<file path="src/hdl/bcs_pkg.sv">
// Shared constants, types and helpers of the Bezier curve sampler.
package bcs_pkg;

	localparam int MaxPoints   = 16;
	localparam int MaxSegments = 1024;
	localparam int CoordW      = 32;
	localparam int LenW        = 48;
	localparam int SegW        = 11;
	localparam int PtsW        = 5;
	localparam int SlotW       = $clog2(MaxPoints);
	localparam int TW          = 17;
	localparam int NumW        = SegW + 16;
	localparam int DivSteps    = NumW;
	localparam int ProdW       = CoordW + TW;
	localparam int SqW         = 2 * CoordW;
	localparam int RadW        = SqW + 2;
	localparam int RootW       = RadW / 2;
	localparam int SqRemW      = RootW + 4;
	localparam int SqrtSteps   = RootW;
	localparam int CntW        = 6;
	localparam int LenSumW     = LenW + 1;

	localparam logic [CoordW-1:0] SignBias = 32'h8000_0000;
	localparam logic [TW-1:0]     OneQ16   = 17'h1_0000;
	localparam logic [ProdW:0]    HalfLsb  = 50'd32768;

	localparam logic [SegW-1:0] SegReset = 11'd100;
	localparam logic [PtsW-1:0] PtsReset = 5'd2;

	localparam logic RegSegCount   = 1'b0;
	localparam logic RegPointCount = 1'b1;

	localparam logic FuncWrite = 1'b0;
	localparam logic FuncEval  = 1'b1;

	typedef struct packed {
		logic             wr_point;
		logic             start;
		logic             div_step;
		logic             rd_en;
		logic             rd_ctrl;
		logic [SlotW-1:0] addr;
		logic             mul_en;
		logic             wr_scr;
		logic             sq_en;
		logic             sqrt_init;
		logic             sqrt_step;
		logic             finish;
	} cmd_t;

	typedef struct packed {
		logic i_zero;
	} sts_t;

	function automatic logic [SegW-1:0] clamp_seg(input logic [SegW-1:0] v);
		logic [SegW-1:0] r;
		r = v;
		if (v == '0) r = SegW'(1);
		else if (v > SegW'(MaxSegments)) r = SegW'(MaxSegments);
		return r;
	endfunction

	function automatic logic [PtsW-1:0] clamp_pts(input logic [PtsW-1:0] v);
		logic [PtsW-1:0] r;
		r = v;
		if (v < PtsW'(2)) r = PtsW'(2);
		else if (v > PtsW'(MaxPoints)) r = PtsW'(MaxPoints);
		return r;
	endfunction

endpackage

</file>
<file path="src/hdl/bcs_ctrl.sv">
// Controller state machine sequencing division, interpolation and square root.
module bcs_ctrl (
	input  logic                      clk,
	input  logic                      arst_n,
	input  logic                      in_valid,
	output logic                      in_ready,
	input  logic                      func,
	output logic                      out_valid,
	input  logic                      out_ready,
	input  logic [bcs_pkg::PtsW-1:0]  pts_cfg,
	input  bcs_pkg::sts_t             sts,
	output bcs_pkg::cmd_t             cmd
);

	typedef enum logic [3:0] {
		ST_IDLE, ST_DIV, ST_RD, ST_MUL, ST_WR, ST_SQ, ST_SQI, ST_SQRT, ST_FIN
	} state_t;

	state_t                       state_q;
	logic [bcs_pkg::CntW-1:0]     cnt_q;
	logic [bcs_pkg::SlotW-1:0]    lvl_q;
	logic [bcs_pkg::SlotW-1:0]    k_q;
	logic [bcs_pkg::PtsW-1:0]     pts_q;
	logic                         out_valid_q;
	logic [bcs_pkg::PtsW-1:0]     last_k;
	logic [bcs_pkg::PtsW-1:0]     last_lvl;
	logic                         fin_go;

	assign last_k   = pts_q - bcs_pkg::PtsW'(2) - {1'b0, lvl_q};
	assign last_lvl = pts_q - bcs_pkg::PtsW'(2);
	assign fin_go   = (state_q == ST_FIN) && (!out_valid_q || out_ready);
	assign in_ready = (state_q == ST_IDLE);
	assign out_valid = out_valid_q;

	always_comb begin
		cmd           = '0;
		cmd.addr      = k_q;
		cmd.wr_point  = (state_q == ST_IDLE) && in_valid && (func == bcs_pkg::FuncWrite);
		cmd.start     = (state_q == ST_IDLE) && in_valid && (func == bcs_pkg::FuncEval);
		cmd.div_step  = (state_q == ST_DIV);
		cmd.rd_en     = (state_q == ST_RD);
		cmd.rd_ctrl   = (lvl_q == '0);
		cmd.mul_en    = (state_q == ST_MUL);
		cmd.wr_scr    = (state_q == ST_WR);
		cmd.sq_en     = (state_q == ST_SQ);
		cmd.sqrt_init = (state_q == ST_SQI);
		cmd.sqrt_step = (state_q == ST_SQRT);
		cmd.finish    = fin_go;
	end

	always_ff @(posedge clk or negedge arst_n) begin
		if (!arst_n) begin
			state_q     <= ST_IDLE;
			cnt_q       <= '0;
			lvl_q       <= '0;
			k_q         <= '0;
			pts_q       <= bcs_pkg::PtsReset;
			out_valid_q <= 1'b0;
		end else begin
			if (fin_go) out_valid_q <= 1'b1;
			else if (out_valid_q && out_ready) out_valid_q <= 1'b0;
			unique case (state_q)
				ST_IDLE: begin
					if (in_valid && (func == bcs_pkg::FuncEval)) begin
						pts_q   <= bcs_pkg::clamp_pts(pts_cfg);
						cnt_q   <= '0;
						state_q <= ST_DIV;
					end
				end
				ST_DIV: begin
					cnt_q <= cnt_q + bcs_pkg::CntW'(1);
					if (cnt_q == bcs_pkg::CntW'(bcs_pkg::DivSteps - 1)) begin
						lvl_q   <= '0;
						k_q     <= '0;
						state_q <= ST_RD;
					end
				end
				ST_RD:  state_q <= ST_MUL;
				ST_MUL: state_q <= ST_WR;
				ST_WR: begin
					if ({1'b0, k_q} == last_k) begin
						if ({1'b0, lvl_q} == last_lvl) begin
							state_q <= sts.i_zero ? ST_FIN : ST_SQ;
						end else begin
							lvl_q   <= lvl_q + bcs_pkg::SlotW'(1);
							k_q     <= '0;
							state_q <= ST_RD;
						end
					end else begin
						k_q     <= k_q + bcs_pkg::SlotW'(1);
						state_q <= ST_RD;
					end
				end
				ST_SQ:  state_q <= ST_SQI;
				ST_SQI: begin
					cnt_q   <= '0;
					state_q <= ST_SQRT;
				end
				ST_SQRT: begin
					cnt_q <= cnt_q + bcs_pkg::CntW'(1);
					if (cnt_q == bcs_pkg::CntW'(bcs_pkg::SqrtSteps - 1)) state_q <= ST_FIN;
				end
				ST_FIN: begin
					if (fin_go) state_q <= ST_IDLE;
				end
				default: state_q <= ST_IDLE;
			endcase
		end
	end

endmodule

</file>
<file path="config.mk">
export PLATFORM = sky130hd
export DESIGN_NAME = bcs_ctrl
export DESIGN_NICKNAME = d
export VERILOG_FILES = /design/src/hdl/bcs_pkg.sv /design/src/hdl/bcs_ctrl.sv
export SDC_FILE = /design/constraint.sdc
export NUM_CORES = 1
export LEC_CHECK = 0
export BUFFER_PORTS_ARGS = -buffer_cell sky130_fd_sc_hd__buf_2
export CAP_MARGIN = 20
export CORE_MARGIN = 2
export CORE_UTILIZATION = 45
export DETAILED_ROUTE_END_ITERATION = 16
export HOLD_SLACK_MARGIN = 0.05
export PLACE_DENSITY = 0.71
export SYNTH_ARGS = -nofsm -noshare
export SYNTH_HDL_FRONTEND = slang
export SYNTH_SLANG_ARGS = --single-unit
</file>
<file path="constraint.sdc">
create_clock -name clk -period 3.1 [get_ports clk]
set_input_delay 0.155 -clock clk [delete_from_list [all_inputs] [get_ports clk]]
set_output_delay 0.155 -clock clk [all_outputs]
set_load 0.01 [all_outputs]
</file>
==> impl_metrics.tcl <==
set metrics [dict create \
    synthFlopType "dfrtp_1" \
    synth_top_area_cell "dfrtp_1" \
    dpl_worst_slack_ps 361 \
    final_nets 249 \
    grt_pass1_wl_mm 6.20 \
    grtUsageTotal_pct 18.6 \
    r2r_start "pts_q[1]" \
    synth.avg_cell_area_um2 8.70 \
    tightest_slew_ps 557 \
    rows 22 \
    synth_area_leaders "dfrtp_1 (33%), ha_1 (7.9%), nand2_1 (4.9%)" \
    power.density_nw_per_um2 923 \
    clock_sinks 24 \
    die_h_um 66.3 \
    area_growth_syn_to_layout_pct 12.0 \
    fmaxAchievable_ghz 0.363 \
    crit_required_ps 3270 \
    maxCapViolCount 0 \
    synth_cell_types 54 \
    cts.repair.resized 0 \
    vias_per_cell 5.53 \
    synth_fp_nets 224 \
    crit_slowest_cell "dfstp_2" \
    dieWidth_um 66.3 \
    hold_viol_final 0 \
    setup_ws_ps 343 \
    setup_violations 0 \
    status "finished clean" \
    ir_drop_mv 0.449 \
    gr-total-overflow 0 \
    rrSetupSlack_ps 340 \
    use_met1_pct 25.9 \
    ys_ff_latch 24 \
    hp-start "sts" \
    core_area_um2 3690 \
    critPathKind "flip-flop to flip-flop" \
    grt.met3_usage_pct 2.73 \
    end_kind "flip-flop" \
    reg2reg_depth 11 \
    io_buffers 27 \
    clk_latency_ps 280 \
    leakage_nw 0.928 \
    finalNonFillerCells 273 \
    vias 1509 \
    place_hpwl_mm 2.78 \
    finalMaxSlewViolations 0 \
    antenna_found_initial 0 \
    globalplace.congestion 0.817 \
    setup_tns_ps 0 \
    critPathBufInv 3 \
    clockBufferDepth 2 \
    dp.cells 268 \
    initial_core_util_pct 47.4 \
    hold_path_depth 2 \
    cts-root-buf "clkbuf_8" \
    ys_seq_area_share_pct 34.4 \
    async_reset_ff_share_pct 100 \
    grt.busiest_layer "met2" \
    io_pins 28 \
    synth_area_um2 1750 \
    synth_warnings 0 \
    crit_family "adder cells" \
    worst_setup_path_start_kind "flip-flop" \
    dr.pass1.iters 4 \
    max_stage_delay_ps 570 \
    relSlewSlack_pct 62.9 \
    use_met2_pct 28.4 \
    wl_mm 3.68 \
    post-cts-setup-buffers 0 \
    drtIter0Drc 85 \
    period_needed_ps 2760 \
    clock_skew_ps 1.49 \
    grt_max_degree 25 \
    cts-buffers-inserted 3 \
    post-route-util_pct 53.1 \
    cp_max_fo 14 \
    rsz0062_at_grt "false" \
    grt_pass1_vias 1361 \
    synthCells 201 \
    cts_tree "yes" \
    finalCritPeriodShare_pct 88.9 \
    hold_path_class "input pin to flip-flop" \
    synth_edf_count 0 \
    cp_cell_sequence "inv_1 -> ha_1 -> inv_1 -> ha_1 -> nor2b_1 -> o21a_1 -> or3_1 -> a21oi_2 -> buf_4 -> nor2_1 -> mux2_2" \
    clk_pin_slew_ps 90 \
    die_area_um2 4400 \
    drive_gt1_share_pct 19.1 \
    wl_per_cell_um 13.5 \
    synth_commonest_cells "dfrtp_1 (23), nand2_1 (23), inv_1 (17), o21ai_0 (13), ha_1 (11)" \
    ctsHtreeMaxLevel 1 \
    synth_top_area_share_pct 32.9 \
    cp.arrival_ps 2930 \
    antenna_cells 0 \
    drc 0 \
    whs_ps 107 \
    min_to "state_q[2]" \
    r2r_end "k_q[0]" \
    ant_nets 0 \
]
worst max-delay path by stage:
stage                        start         end  slack, ps  cells past startpoint
after global placement    pts_q[1]      k_q[0]        440                     11
final                     pts_q[1]      k_q[0]        340                     11
after global routing      pts_q[1]      k_q[0]        220                     11
after floorplan           pts_q[1]  state_q[1]        470                     11
after detailed placement  pts_q[1]  state_q[1]        360                     11
after CTS                 pts_q[1]      k_q[0]        350                     11
state kept, by name (all words and copies together), names as in the netlist:
name	cells
cnt_q	6
pts_q	5
k_q	4
lvl_q	4
state_q	4
out_valid	1
cell families after synthesis:
logic type / share of synthesized area [%]
AOI/OAI and AO/OA: 18.3
xor gates and xnor gates: 4.51
adders and majority gates: 9.02
buffers and inverters: 7.16
DFF: 34.4
muxes: 1.79
and+or+nand+nor: 24.8
placed cells by master (no fill, tap or decap), types with 3 or more instances in the layout:
cell type / synthesis / layout
dfrtp_1: 23 / 23
xnor2_1: 6 / 6
clkbuf_8: 0 / 4
inv_1: 17 / 17
o211ai_1: 3 / 3
o21ai_0: 13 / 13
buf_2: 4 / 27
nand2b_1: 5 / 5
nor2b_1: 3 / 3
nand2_1: 23 / 23
xor2_1: 3 / 3
ha_1: 11 / 11
nand4_1: 3 / 3
or3_1: 3 / 3
nor3_1: 9 / 9
nor2_1: 10 / 10
a22o_1: 3 / 3
a21oi_1: 5 / 5
nand3_1: 8 / 8
final cells by class:
type / count / area (µm²)
Sequential cell: 24 / 602
Clock buffer: 4 / 55.1
Timing Repair Buffer: 29 / 153
Inverter: 18 / 67.6
Fill cell: 365 / 1730
Multi-Input combinational cell: 150 / 1020
Tap cell: 48 / 60.1
metal layers:
| layer | routed length [µm] | up-vias | part of all wire [%] |
|---|---|---|---|
| met5 | 0 | - | 0 |
| met4 | 69 | 0 | 1.9 |
| met3 | 145 | 5 | 3.9 |
| met2 | 1650 | 34 | 45 |
| met1 | 1810 | 707 | 49 |
| li1 | - | 763 | - |
power breakdown:
| part | switching [W] | leakage (nW) | internal, W | total (W) |
|---|---|---|---|---|
| Combinational | 0.000554 | 0.584 | 0.000451 | 0.00100 |
| Sequential | 0.000164 | 0.316 | 0.000418 | 0.000582 |
| Clock | 0.000107 | 0.0288 | 0.000114 | 0.000221 |
metrics by stage:
step	cell area, µm²	power, W
floorplan	1750	0.00136
global placement	1890	0.00157
detailed placement	1890	0.00159
CTS	1960	0.00182
global route	1960	0.00199
finish	1960	0.00181
what timing repair did:
| action | in CTS | in global routing |
|---|---|---|
| hold buffers | 1 | 0 |
| hold endpoints to repair | 23 | 0 |
| endpoints found under the setup margin | 0 | 0 |
No activity file was read; power rests on OpenSTA's default activity.
